File: src/sv/idxsa_pkg.sv
// idxsa_pkg: shared constants and types for the indexed shift array
// operation and status codes, default sizes, cell control struct
// no dependencies
`timescale 1ns / 1ps

package idxsa_pkg;

   localparam int DEPTH_DEF      = 16;
   localparam int DATA_WIDTH_DEF = 32;

   // operation codes carried in req_tuser
   localparam logic [1:0] OP_INSERT    = 2'd0;
   localparam logic [1:0] OP_ERASE     = 2'd1;
   localparam logic [1:0] OP_OVERWRITE = 2'd2;

   // result status codes
   localparam logic [1:0] ST_OK      = 2'd0;
   localparam logic [1:0] ST_BAD_POS = 2'd1;
   localparam logic [1:0] ST_FULL    = 2'd2;

   // broadcast to every cell; flags are already qualified by accept and range checks
   typedef struct packed {
      logic insert;
      logic erase;
      logic overwrite;
   } cell_ctrl_type;

endpackage

File: src/sv/idxsa_cell.sv
// idxsa_cell: one storage cell of the indexed shift array
// shifts up from its lower neighbor, down from its upper neighbor, or loads the item value
// depends on idxsa_pkg
`timescale 1ns / 1ps

module idxsa_cell #(
   parameter int INDEX      = 0,
   parameter int DATA_WIDTH = idxsa_pkg::DATA_WIDTH_DEF,
   parameter int POS_WIDTH  = 5
) (
   input  logic                       clock,
   input  idxsa_pkg::cell_ctrl_type   ctrl,
   input  logic [POS_WIDTH-1:0]       pos,
   input  logic [DATA_WIDTH-1:0]      value,
   input  logic [DATA_WIDTH-1:0]      lower_data,
   input  logic [DATA_WIDTH-1:0]      upper_data,
   output logic [DATA_WIDTH-1:0]      data
);

   localparam logic [POS_WIDTH-1:0] IDX = POS_WIDTH'(INDEX);

   logic [DATA_WIDTH-1:0] data_ff;
   logic [DATA_WIDTH-1:0] data_in;

   always_comb begin
      data_in = data_ff;
      if (ctrl.insert) begin
         if (IDX > pos) begin
            data_in = lower_data;
         end else if (IDX == pos) begin
            data_in = value;
         end
      end else if (ctrl.erase) begin
         if (IDX >= pos) begin
            data_in = upper_data;
         end
      end else if (ctrl.overwrite) begin
         if (IDX == pos) begin
            data_in = value;
         end
      end
   end

   // payload only, no reset
   always_ff @(posedge clock) begin
      data_ff <= data_in;
   end

   assign data = data_ff;

endmodule

File: src/sv/indexed_shift_array.sv
// indexed_shift_array: ordered array with insert, erase and overwrite at an index
// top level: request decode, element count, a row of idxsa_cell, result register
// depends on idxsa_pkg and idxsa_cell
//
// channel  | dir | handshake             | payload
// ---------+-----+-----------------------+-------------------------------------------
// req      | in  | req_tvalid/req_tready | tdata: position, value; tuser: operation
// rsp      | out | rsp_tvalid/rsp_tready | tdata: removed_value, count, status
//
// every item is decoded and applied to all cells in the cycle it is accepted; the
// result is registered and shows in the next cycle, so one item per cycle is sustained
// while the result is not stalled; the rate is set by the parallel shift of the cell row.
// reset clears the count and the result valid; cell contents are not cleared.
// a stalled result holds req_tready low until it is taken or taken in the same cycle.
`timescale 1ns / 1ps

module indexed_shift_array #(
   parameter int DEPTH      = idxsa_pkg::DEPTH_DEF,
   parameter int DATA_WIDTH = idxsa_pkg::DATA_WIDTH_DEF,
   localparam int CW        = $clog2(DEPTH + 1),
   localparam int REQ_W     = ((CW + DATA_WIDTH + 7) / 8) * 8,
   localparam int RSP_W     = ((DATA_WIDTH + CW + 2 + 7) / 8) * 8
) (
   input  logic             clock,
   input  logic             reset,
   input  logic             req_tvalid,
   output logic             req_tready,
   input  logic [REQ_W-1:0] req_tdata,   // position, value, zero pad
   input  logic [1:0]       req_tuser,   // operation
   output logic             rsp_tvalid,
   input  logic             rsp_tready,
   output logic [RSP_W-1:0] rsp_tdata    // removed_value, count, status, zero pad
);

   localparam int IW = $clog2(DEPTH);
   localparam logic [CW-1:0] FULL_COUNT = CW'(DEPTH);

   logic                  accept;
   logic [1:0]            op;
   logic [CW-1:0]         pos;
   logic [DATA_WIDTH-1:0] val;

   logic [CW-1:0]         count_ff;
   logic [CW-1:0]         count_in;
   logic                  rsp_valid_ff;
   logic                  rsp_valid_in;
   logic [DATA_WIDTH-1:0] removed_ff;
   logic [DATA_WIDTH-1:0] removed_in;
   logic [1:0]            status_ff;
   logic [1:0]            status_in;

   idxsa_pkg::cell_ctrl_type ctrl;

   logic [DATA_WIDTH-1:0] cell_data  [DEPTH];
   logic [DATA_WIDTH-1:0] lower_data [DEPTH];
   logic [DATA_WIDTH-1:0] upper_data [DEPTH];

   assign req_tready = !rsp_valid_ff || rsp_tready;
   assign accept     = req_tvalid && req_tready;

   assign op  = req_tuser;
   assign pos = req_tdata[CW-1:0];
   assign val = req_tdata[CW +: DATA_WIDTH];

   always_comb begin
      ctrl       = '0;
      count_in   = count_ff;
      removed_in = '0;
      status_in  = idxsa_pkg::ST_OK;
      case (op)
         idxsa_pkg::OP_INSERT: begin
            if (pos > count_ff) begin
               status_in = idxsa_pkg::ST_BAD_POS;
            end else if (count_ff >= FULL_COUNT) begin
               status_in = idxsa_pkg::ST_FULL;
            end else begin
               ctrl.insert = accept;
               count_in    = count_ff + CW'(1);
            end
         end
         idxsa_pkg::OP_ERASE: begin
            if (pos >= count_ff) begin
               status_in = idxsa_pkg::ST_BAD_POS;
            end else begin
               ctrl.erase = accept;
               removed_in = cell_data[pos[IW-1:0]];
               count_in   = count_ff - CW'(1);
            end
         end
         idxsa_pkg::OP_OVERWRITE: begin
            if (pos >= count_ff) begin
               status_in = idxsa_pkg::ST_BAD_POS;
            end else begin
               ctrl.overwrite = accept;
            end
         end
         default: begin
            // unused code: no change, ok status
            status_in = idxsa_pkg::ST_OK;
         end
      endcase
   end

   always_comb begin
      rsp_valid_in = rsp_valid_ff;
      if (accept) begin
         rsp_valid_in = 1'b1;
      end else if (rsp_tready) begin
         rsp_valid_in = 1'b0;
      end
   end

   always_ff @(posedge clock) begin
      if (reset) begin
         count_ff     <= '0;
         rsp_valid_ff <= 1'b0;
      end else begin
         rsp_valid_ff <= rsp_valid_in;
         if (accept) begin
            count_ff <= count_in;
         end
      end
   end

   always_ff @(posedge clock) begin
      if (accept) begin
         removed_ff <= removed_in;
         status_ff  <= status_in;
      end
   end

   genvar i;
   generate
      for (i = 0; i < DEPTH; i++) begin : g_cell
         if (i == 0) begin : g_lo
            assign lower_data[i] = '0;
         end else begin : g_lo
            assign lower_data[i] = cell_data[i-1];
         end
         if (i == DEPTH - 1) begin : g_hi
            assign upper_data[i] = '0;
         end else begin : g_hi
            assign upper_data[i] = cell_data[i+1];
         end

         idxsa_cell #(
            .INDEX      (i),
            .DATA_WIDTH (DATA_WIDTH),
            .POS_WIDTH  (CW)
         ) u_cell (
            .clock      (clock),
            .ctrl       (ctrl),
            .pos        (pos),
            .value      (val),
            .lower_data (lower_data[i]),
            .upper_data (upper_data[i]),
            .data       (cell_data[i])
         );
      end
   endgenerate

   assign rsp_tvalid = rsp_valid_ff;

   always_comb begin
      rsp_tdata                           = '0;
      rsp_tdata[DATA_WIDTH-1:0]           = removed_ff;
      rsp_tdata[DATA_WIDTH +: CW]         = count_ff;
      rsp_tdata[DATA_WIDTH + CW +: 2]     = status_ff;
   end

endmodule

File: config.mk
export PLATFORM = sky130hd
export DESIGN_NAME = indexed_shift_array
export DESIGN_NICKNAME = d
export VERILOG_FILES = /design/src/sv/idxsa_pkg.sv /design/src/sv/idxsa_cell.sv /design/src/sv/indexed_shift_array.sv
export SDC_FILE = /design/constraint.sdc
export NUM_CORES = 1
export LEC_CHECK = 0
export ABC_CLOCK_PERIOD_IN_PS = 5700
export CORE_ASPECT_RATIO = 2
export CORE_UTILIZATION = 35
export CTS_CLUSTER_DIAMETER = 30
export DETAILED_ROUTE_END_ITERATION = 16
export DONT_BUFFER_PORTS = 1
export MAX_ROUTING_LAYER = met4
export PLACE_DENSITY = 0.48
export SLEW_MARGIN = 20
export SYNTH_ARGS = -nofsm -noshare
export SYNTH_HDL_FRONTEND = slang
export SYNTH_SLANG_ARGS = --single-unit
File: constraint.sdc
create_clock -name clock -period 5.7 [get_ports clock]
set_input_delay 0.57 -clock clock [delete_from_list [all_inputs] [get_ports clock]]
set_output_delay 0.57 -clock clock [all_outputs]
set_load 0.02 [all_outputs]
### After elaboration in Yosys (flattened, before gate mapping)

Cells that the tools add are included.
W data, S select, Z words.

| cells by class | value |
|---|---|
| add/subtract/negate cells | 2 |
| multiply operators | 0 |
| div/mod/pow operators | 0 |
| $lt $le $gt $ge | 36 |
| equal/unequal tests | 36 |
| shift operators | 0 |
| muxes and demuxes | 115 |
| bitwise operators | 2 |
| reductions and logical operators | 27 |

Operators by type and width:

| operator | count |
|---|---|
| $mux W32 | 98 |
| $bmux W32 S4 | 1 |
| $ne A3 B1 Y1 const B | 16 |
| $eq A4 B5 Y1 const A | 8 |
| $ge A4 B5 Y1 const A | 8 |
| $gt A4 B5 Y1 const A | 8 |
| $reduce_and A2 Y1 | 16 |
| $eq A3 B5 Y1 const A | 4 |
| $ge A3 B5 Y1 const A | 4 |
| $gt A3 B5 Y1 const A | 4 |
| $mux W5 | 3 |
| $eq A2 B5 Y1 const A | 2 |
| $ge A1 B5 Y1 const A | 2 |
| $ge A2 B5 Y1 const A | 2 |
| $ge A5 B5 Y1 const B | 2 |
| $gt A1 B5 Y1 const A | 2 |
| $gt A2 B5 Y1 const A | 2 |
| $pmux W5 S2 | 1 |
| $mux W1 | 9 |
| $ne A2 B2 Y1 const B | 3 |
| $add A5 B1 Y5 const B | 1 |
| $eq A1 B5 Y1 const A | 1 |
| $ge A5 B5 Y1 | 1 |
| $gt A5 B5 Y1 | 1 |
| 16 further kinds | 19 |

| storage, ports and cells | value |
|---|---|
| bits in registers | 552 |
| latch bits | 0 |
| RAM bits | 0 |
| ROM bits | 0 |
| input port bits | 46 |
| output and inout port bits | 42 |
| memories | 0 |

### Logic depth before layout (Yosys ltp)

| logic depth | value |
|---|---|
| depth in word-level cells | 8 |
| mapped depth | 13 |

### Modules after synthesis

From an unflattened synthesis, not the netlist that was laid out.

| second synthesis, totals | value |
|---|---|
| cell total of the unflattened synthesis | 4972 |
| area total of the unflattened synthesis | 48137.4 um^2 |

By module, submodules not included:

| module | instances | cells each | area an instance (um^2) | sequential area each (um^2) |
|---|---|---|---|---|
| indexed_shift_array | 1 | 417 | 5795.6 | 1141.1 |
| idxsa_cell at g_cell[12].u_cell | 1 | 361 | 3251.9 | 960.9 |
| idxsa_cell at g_cell[6].u_cell | 1 | 363 | 2864.0 | 960.9 |
| idxsa_cell at g_cell[11].u_cell | 1 | 293 | 2861.5 | 960.9 |
| idxsa_cell at g_cell[3].u_cell | 1 | 365 | 2758.9 | 960.9 |
| idxsa_cell at g_cell[15].u_cell | 1 | 296 | 2755.1 | 960.9 |
| idxsa_cell at g_cell[10].u_cell | 1 | 267 | 2682.6 | 960.9 |
| idxsa_cell at g_cell[13].u_cell | 1 | 302 | 2670.1 | 960.9 |
| idxsa_cell at g_cell[1].u_cell | 1 | 221 | 2638.8 | 960.9 |
| idxsa_cell at g_cell[8].u_cell | 1 | 268 | 2623.8 | 960.9 |
| idxsa_cell at g_cell[14].u_cell | 1 | 265 | 2590.0 | 960.9 |
| idxsa_cell at g_cell[9].u_cell | 1 | 268 | 2572.5 | 960.9 |
| idxsa_cell at g_cell[5].u_cell | 1 | 267 | 2541.2 | 960.9 |
| idxsa_cell at g_cell[2].u_cell | 1 | 301 | 2536.2 | 960.9 |
| 3 more rows | n/a | n/a | n/a | n/a |

### Worst setup path before layout

OpenSTA, ideal clock, no wires.

| timing | value |
|---|---|
| path type | input -> register |
| start | in req_tdata[0] |
| end | reg g_cell[8].u_cell.data_ff[0], enable pin |
| data arrival time | 4.209 ns |
| setup slack | 1.051 ns |
| stages | 12 |
| buffers on the path | 6 |
| cells stage by stage | buf_2 -> buf_2 -> buf_2 -> inv_1 -> ha_1 -> nand2_1 -> o2111a_1 -> and4_1 -> buf_4 -> buf_2 -> buf_2 -> a31oi_1 |

| between the ends | value |
|---|---|
| cells in the longest elaborated chain, start to end | 5 |
| elaborated cells on any way between the ends | 11 |
| classes of those cells | 3 x order compare; 1 x eq/ne; 5 x mux; 2 x reduce/logical |

RTL lines:

| item | line | RTL |
|---|---|---|
| from (decl) | indexed_shift_array.sv:28 | `input logic [REQ_W-1:0] req_tdata,` |
| $ge A5 B5 Y1 or $gt A5 B5 Y1 (tied branches) | indexed_shift_array.sv:82, indexed_shift_array.sv:91, indexed_shift_array.sv:72 |  |
| $mux W1, on equally long branches | indexed_shift_array.sv:82, indexed_shift_array.sv:91, indexed_shift_array.sv:72 |  |
| $mux W1 | indexed_shift_array.sv:70 | `case (op)` |
| $ne A3 B1 Y1 (no line) or $reduce_bool A3 Y1 (tied branches) | n/a |  |
| $reduce_and A2 Y1 (no line) * | n/a |  |
| to (signal assigned) | idxsa_cell.sv:46 | `data_ff <= data_in;` |
| to (decl) | idxsa_cell.sv:22 | `logic [DATA_WIDTH-1:0] data_ff;` |

Mark *: on every way between the ends. The rest lies on a longest branch, timed or not.
A chain may end at the register's enable or synchronous reset.

### Worst setup path in the final report

| timing | value |
|---|---|
| start | reg count_ff[4] |
| end | reg g_cell[1].u_cell.data_ff[15], data pin |

| between the ends | value |
|---|---|
| cells in the longest elaborated chain, start to end | 5 |
| elaborated cells on any way between the ends | 10 |
| classes of those cells | 3 x order compare; 7 x mux |

RTL lines:

| item | line | RTL |
|---|---|---|
| from (decl) | indexed_shift_array.sv:43 | `logic [CW-1:0] count_ff;` |
| from (signal assigned) | indexed_shift_array.sv:120 | `count_ff <= count_in;` |
| $ge A5 B5 Y1, on equally long branches | indexed_shift_array.sv:82, indexed_shift_array.sv:74 |  |
| $mux W1, on equally long branches | indexed_shift_array.sv:82, indexed_shift_array.sv:74 |  |
| $mux W1, on equally long branches | indexed_shift_array.sv:70, indexed_shift_array.sv:72 |  |
| $mux W32 or $mux W1 (tied branches) | idxsa_cell.sv:33, indexed_shift_array.sv:70 |  |
| $mux W32 * | idxsa_cell.sv:27 | `if (ctrl.insert) begin` |
| named net g_cell[1].u_cell.data_in[15] | idxsa_cell.sv:23 | `logic [DATA_WIDTH-1:0] data_in;` |
| to (signal assigned) | idxsa_cell.sv:46 |  |
| to (decl) | idxsa_cell.sv:22 |  |

Mark *: on every way through the listed nets, which the timed path passes. The rest lies on a longest branch.

==> reports/qor.yml <==
result_of_the_run: "finished, final reports clean"
clkSlewWorstSetupHoldPaths_ns: 0.05
post_route_drc: 0
rr_startpoint: "count_ff[4]$_SDFFE_PP0P_"
gr-usage-all-layers: 0.292
total_number_of_vias: 28815
syn-num-nets: 3191
finalSetupViolCount: 0
grt_start_max_net_pins: 175
yosysTopAreaCellShare: 0.447
fill_cells: 9787
timing.final.crit_period_ns: 4.25
power.density_cell_area_nw_per_um2: 315
seq_area_frac_synth: 0.451
postRouteWirelength_mm: 151
cts_repair_resize_count: 0
worst_hold_path_class: "in -> reg"
fp.coreArea_um2: 104000
fp-row-count: 167
drv_cap: 0
path_delay_family: "buffers and inverters"
yosys.area.top_type: "edfxtp_1"
num_io_pins: 88
worstPathBufferInverterCount: 3
post-dp-hpwl_mm: 98.3
worst-endpoint-arrival_ns: 4.68
place.gp.congestion: 0.896
finish.net_count: 3085
dominantRegCellSynth: "edfxtp_1"
multi_input_comb_area_um2: 17900
netlist_top_cells_count: "mux2i_1, edfxtp_1, nand2_1"
worst_setup_path_startpoint: "count_ff[4]$_SDFFE_PP0P_"
total_negative_slack_for_setup_checks_ns: 0
number_of_buffers_inserted_during_clock_tree_synthesis: 115
slew_violations: 0
hold_path.startpoint: "reset"
slowest_stage: "or3_1"
globalRouteOverflowTotal: 0
final_skew_ns: 0.0215
timing.critical_path.cells: "inv_1, ha_1, and3_1, o21ai_1, a21boi_4, buf_4, or3_1, buf_4, o221ai_1"
p_leak_uw: 0.0165
synth_edf_count: 546
first_pass_grt_wire_length_mm: 216
crit_path_frequent_cell: "buf_4"
cts-root-buf: "clkbuf_16"
ys_top_cells_by_area: "edfxtp_1, mux2i_1, mux4_2"
finalWorstSetupSlack_ns: 1.45
tritoncts_clock_tree: "done"
critical_path_class: "reg -> reg"
vias_per_cell: 6.43
dieHeight_um: 460
via_count_of_the_first_global_routing_pass: 30167
numClockSinks: 552
worst_ir_drop_vdd_mv: 0.247
setup.worst_path.start_class: "flip-flop"
ys.warnings.count: 0
antenna_violations_before_repair: 2
timing_hold_violations_final: 0
clk-insertion-delay-late_ns: 0.73
post_drt_wl_per_cell_um: 33.8
syn2layout_area_growth_pct: 15.6
die_x_um: 231
synth_area_um2: 36600
clock_path_buffers: 3
timing.slew.headroom: 0.190
maximum_operating_frequency_mhz: 235
critical_path.max_fanout: 22
dp_slack_ns: 1.48
total_area_of_sequential_cells_um2: 16500
timing_worst_slew_pin_value_ns: 1.21
final_layout_size_suffix_gt1_frac: 0.191
synth.most_common_cell: "mux2i_1"
grt_setup_unrepaired: "no"
post-route-period-util: 0.745
asyncSetResetFlopFracSynth: 0
required_ns: 6.13
antenna_left: 0
worst_path_largest_cell_delay_ns: 0.84
initialDrtViolationCount: 2660
yosysUniqueCellTypes: 63
worst_hold_slack_after_final_layout_ns: 0.0956
syn_inst: 3132
initial_core_util: 0.354
clock_tree.htree_level_count: 3
synth.ff_latch_count: 552
port-buffer-count: 0
post_synthesis_mean_instance_area_um2: 11.7
drt_pre_antenna_iters: 8
die_area_um2: 106000
kind_of_end_point_of_the_critical_path: "flip-flop"
## cells in the final DEF, fill, tap and decap left out, types with 10 or more instances in the layout
cell type	netlist	layout
a211oi_1	33	33
a21oi_1	23	11
a21oi_4	0	12
buf_12	0	16
buf_4	10	85
bufinv_16	0	20
clkbuf_1	176	10
clkbuf_16	0	115
clkinv_1	0	19
clkinv_2	0	12
edfxtp_1	546	546
ha_1	12	12
inv_1	311	311
inv_6	0	18
mux2_2	19	19
mux2i_1	548	548
mux4_2	160	160
nand2_1	379	372
nand3_1	46	41
nand4_1	100	100
nor2b_1	39	38
nor3_1	34	33
o211ai_1	33	33
o21ai_0	35	35
o221ai_1	338	338
o221ai_2	60	60
## worst register-to-register path, cell delays in order (launching register included)
cell      delay [ns]
dfxtp_1         0.50
inv_1           0.15
ha_1            0.43
and3_1          0.22
o21ai_1         0.23
a21boi_4        0.35
buf_4           0.49
or3_1           0.86
buf_4           0.52
o221ai_1        0.21
## layer usage
metal	wire, µm	GRT usage	vias to the layer above
li1	-	-	12101
met1	49300	0.282	14492
met2	80400	0.524	1563
met3	9030	0.0483	659
met4	12600	0.208	0
met5	0	-	-
## layout make-up
type	count	area share
multi-input combinational	1943	0.424
timing repair buffer	103	0.0231
sequential	552	0.390
clock buffer	125	0.0688
antenna	2	0.000118
inverter	311	0.0276
clock inverter	92	0.0270
tap	1352	0.0399
## registers in the layout, indices dropped and copies added (netlist names)
name	count
status_ff	2
rsp_tvalid	1
count_ff	5
g_cell.u_cell.data	512
removed_ff	32
## cell families after synthesis
| group | count (synthesis) | synth area share |
|---|---|---|
| compound gates | 559 | 0.137 |
| xor+xnor | 1 | 0.000239 |
| fa+ha+maj | 13 | 0.00464 |
| buf+inv | 637 | 0.0719 |
| flops | 552 | 0.451 |
| mux | 727 | 0.254 |
| other cells | 1 | 0.000102 |
| simple gates | 642 | 0.0811 |
## path summary, 6_finish.rpt
kind / cells past startpoint / endpoint / slack, ns
worst max-delay path: 9 / g_cell[1].u_cell.data[15]$_DFFE_PP_ / 1.45
worst min-delay path: 2 / count_ff[4]$_SDFFE_PP0P_ / 0.1
worst max register to register: 9 / g_cell[1].u_cell.data[15]$_DFFE_PP_ / 1.45
worst min register to register: 2 / g_cell[14].u_cell.data[10]$_DFFE_PP_ / 0.60
## report_power, final
group	internal [µW]	leakage, µW	switching (µW)	total, µW
clock network	4640	0.00196	2560	7200
registers	4700	0.00507	167	4870
logic	492	0.00944	762	1250
total	9840	0.0165	3490	13300
## timing repair
action                                  in CTS  in global routing
setup buffers                                0                  0
hold buffers                                 2                  0
hold endpoints to repair                     5                  0
endpoints found under the setup margin       0                  0
## through the flow
step                      power [µW]  cells  utilization  instance area (µm²)
after floorplan                 5770   3132            -                36600
after global placement          6140   4259        0.369                38300
after detailed placement        6190   4259        0.369                38300
after CTS                      13400   4478        0.409                42400
after global routing           13600   4479        0.409                42400
final                          13300   4480        0.409                42400
No activity file was read; power rests on OpenSTA's default activity.
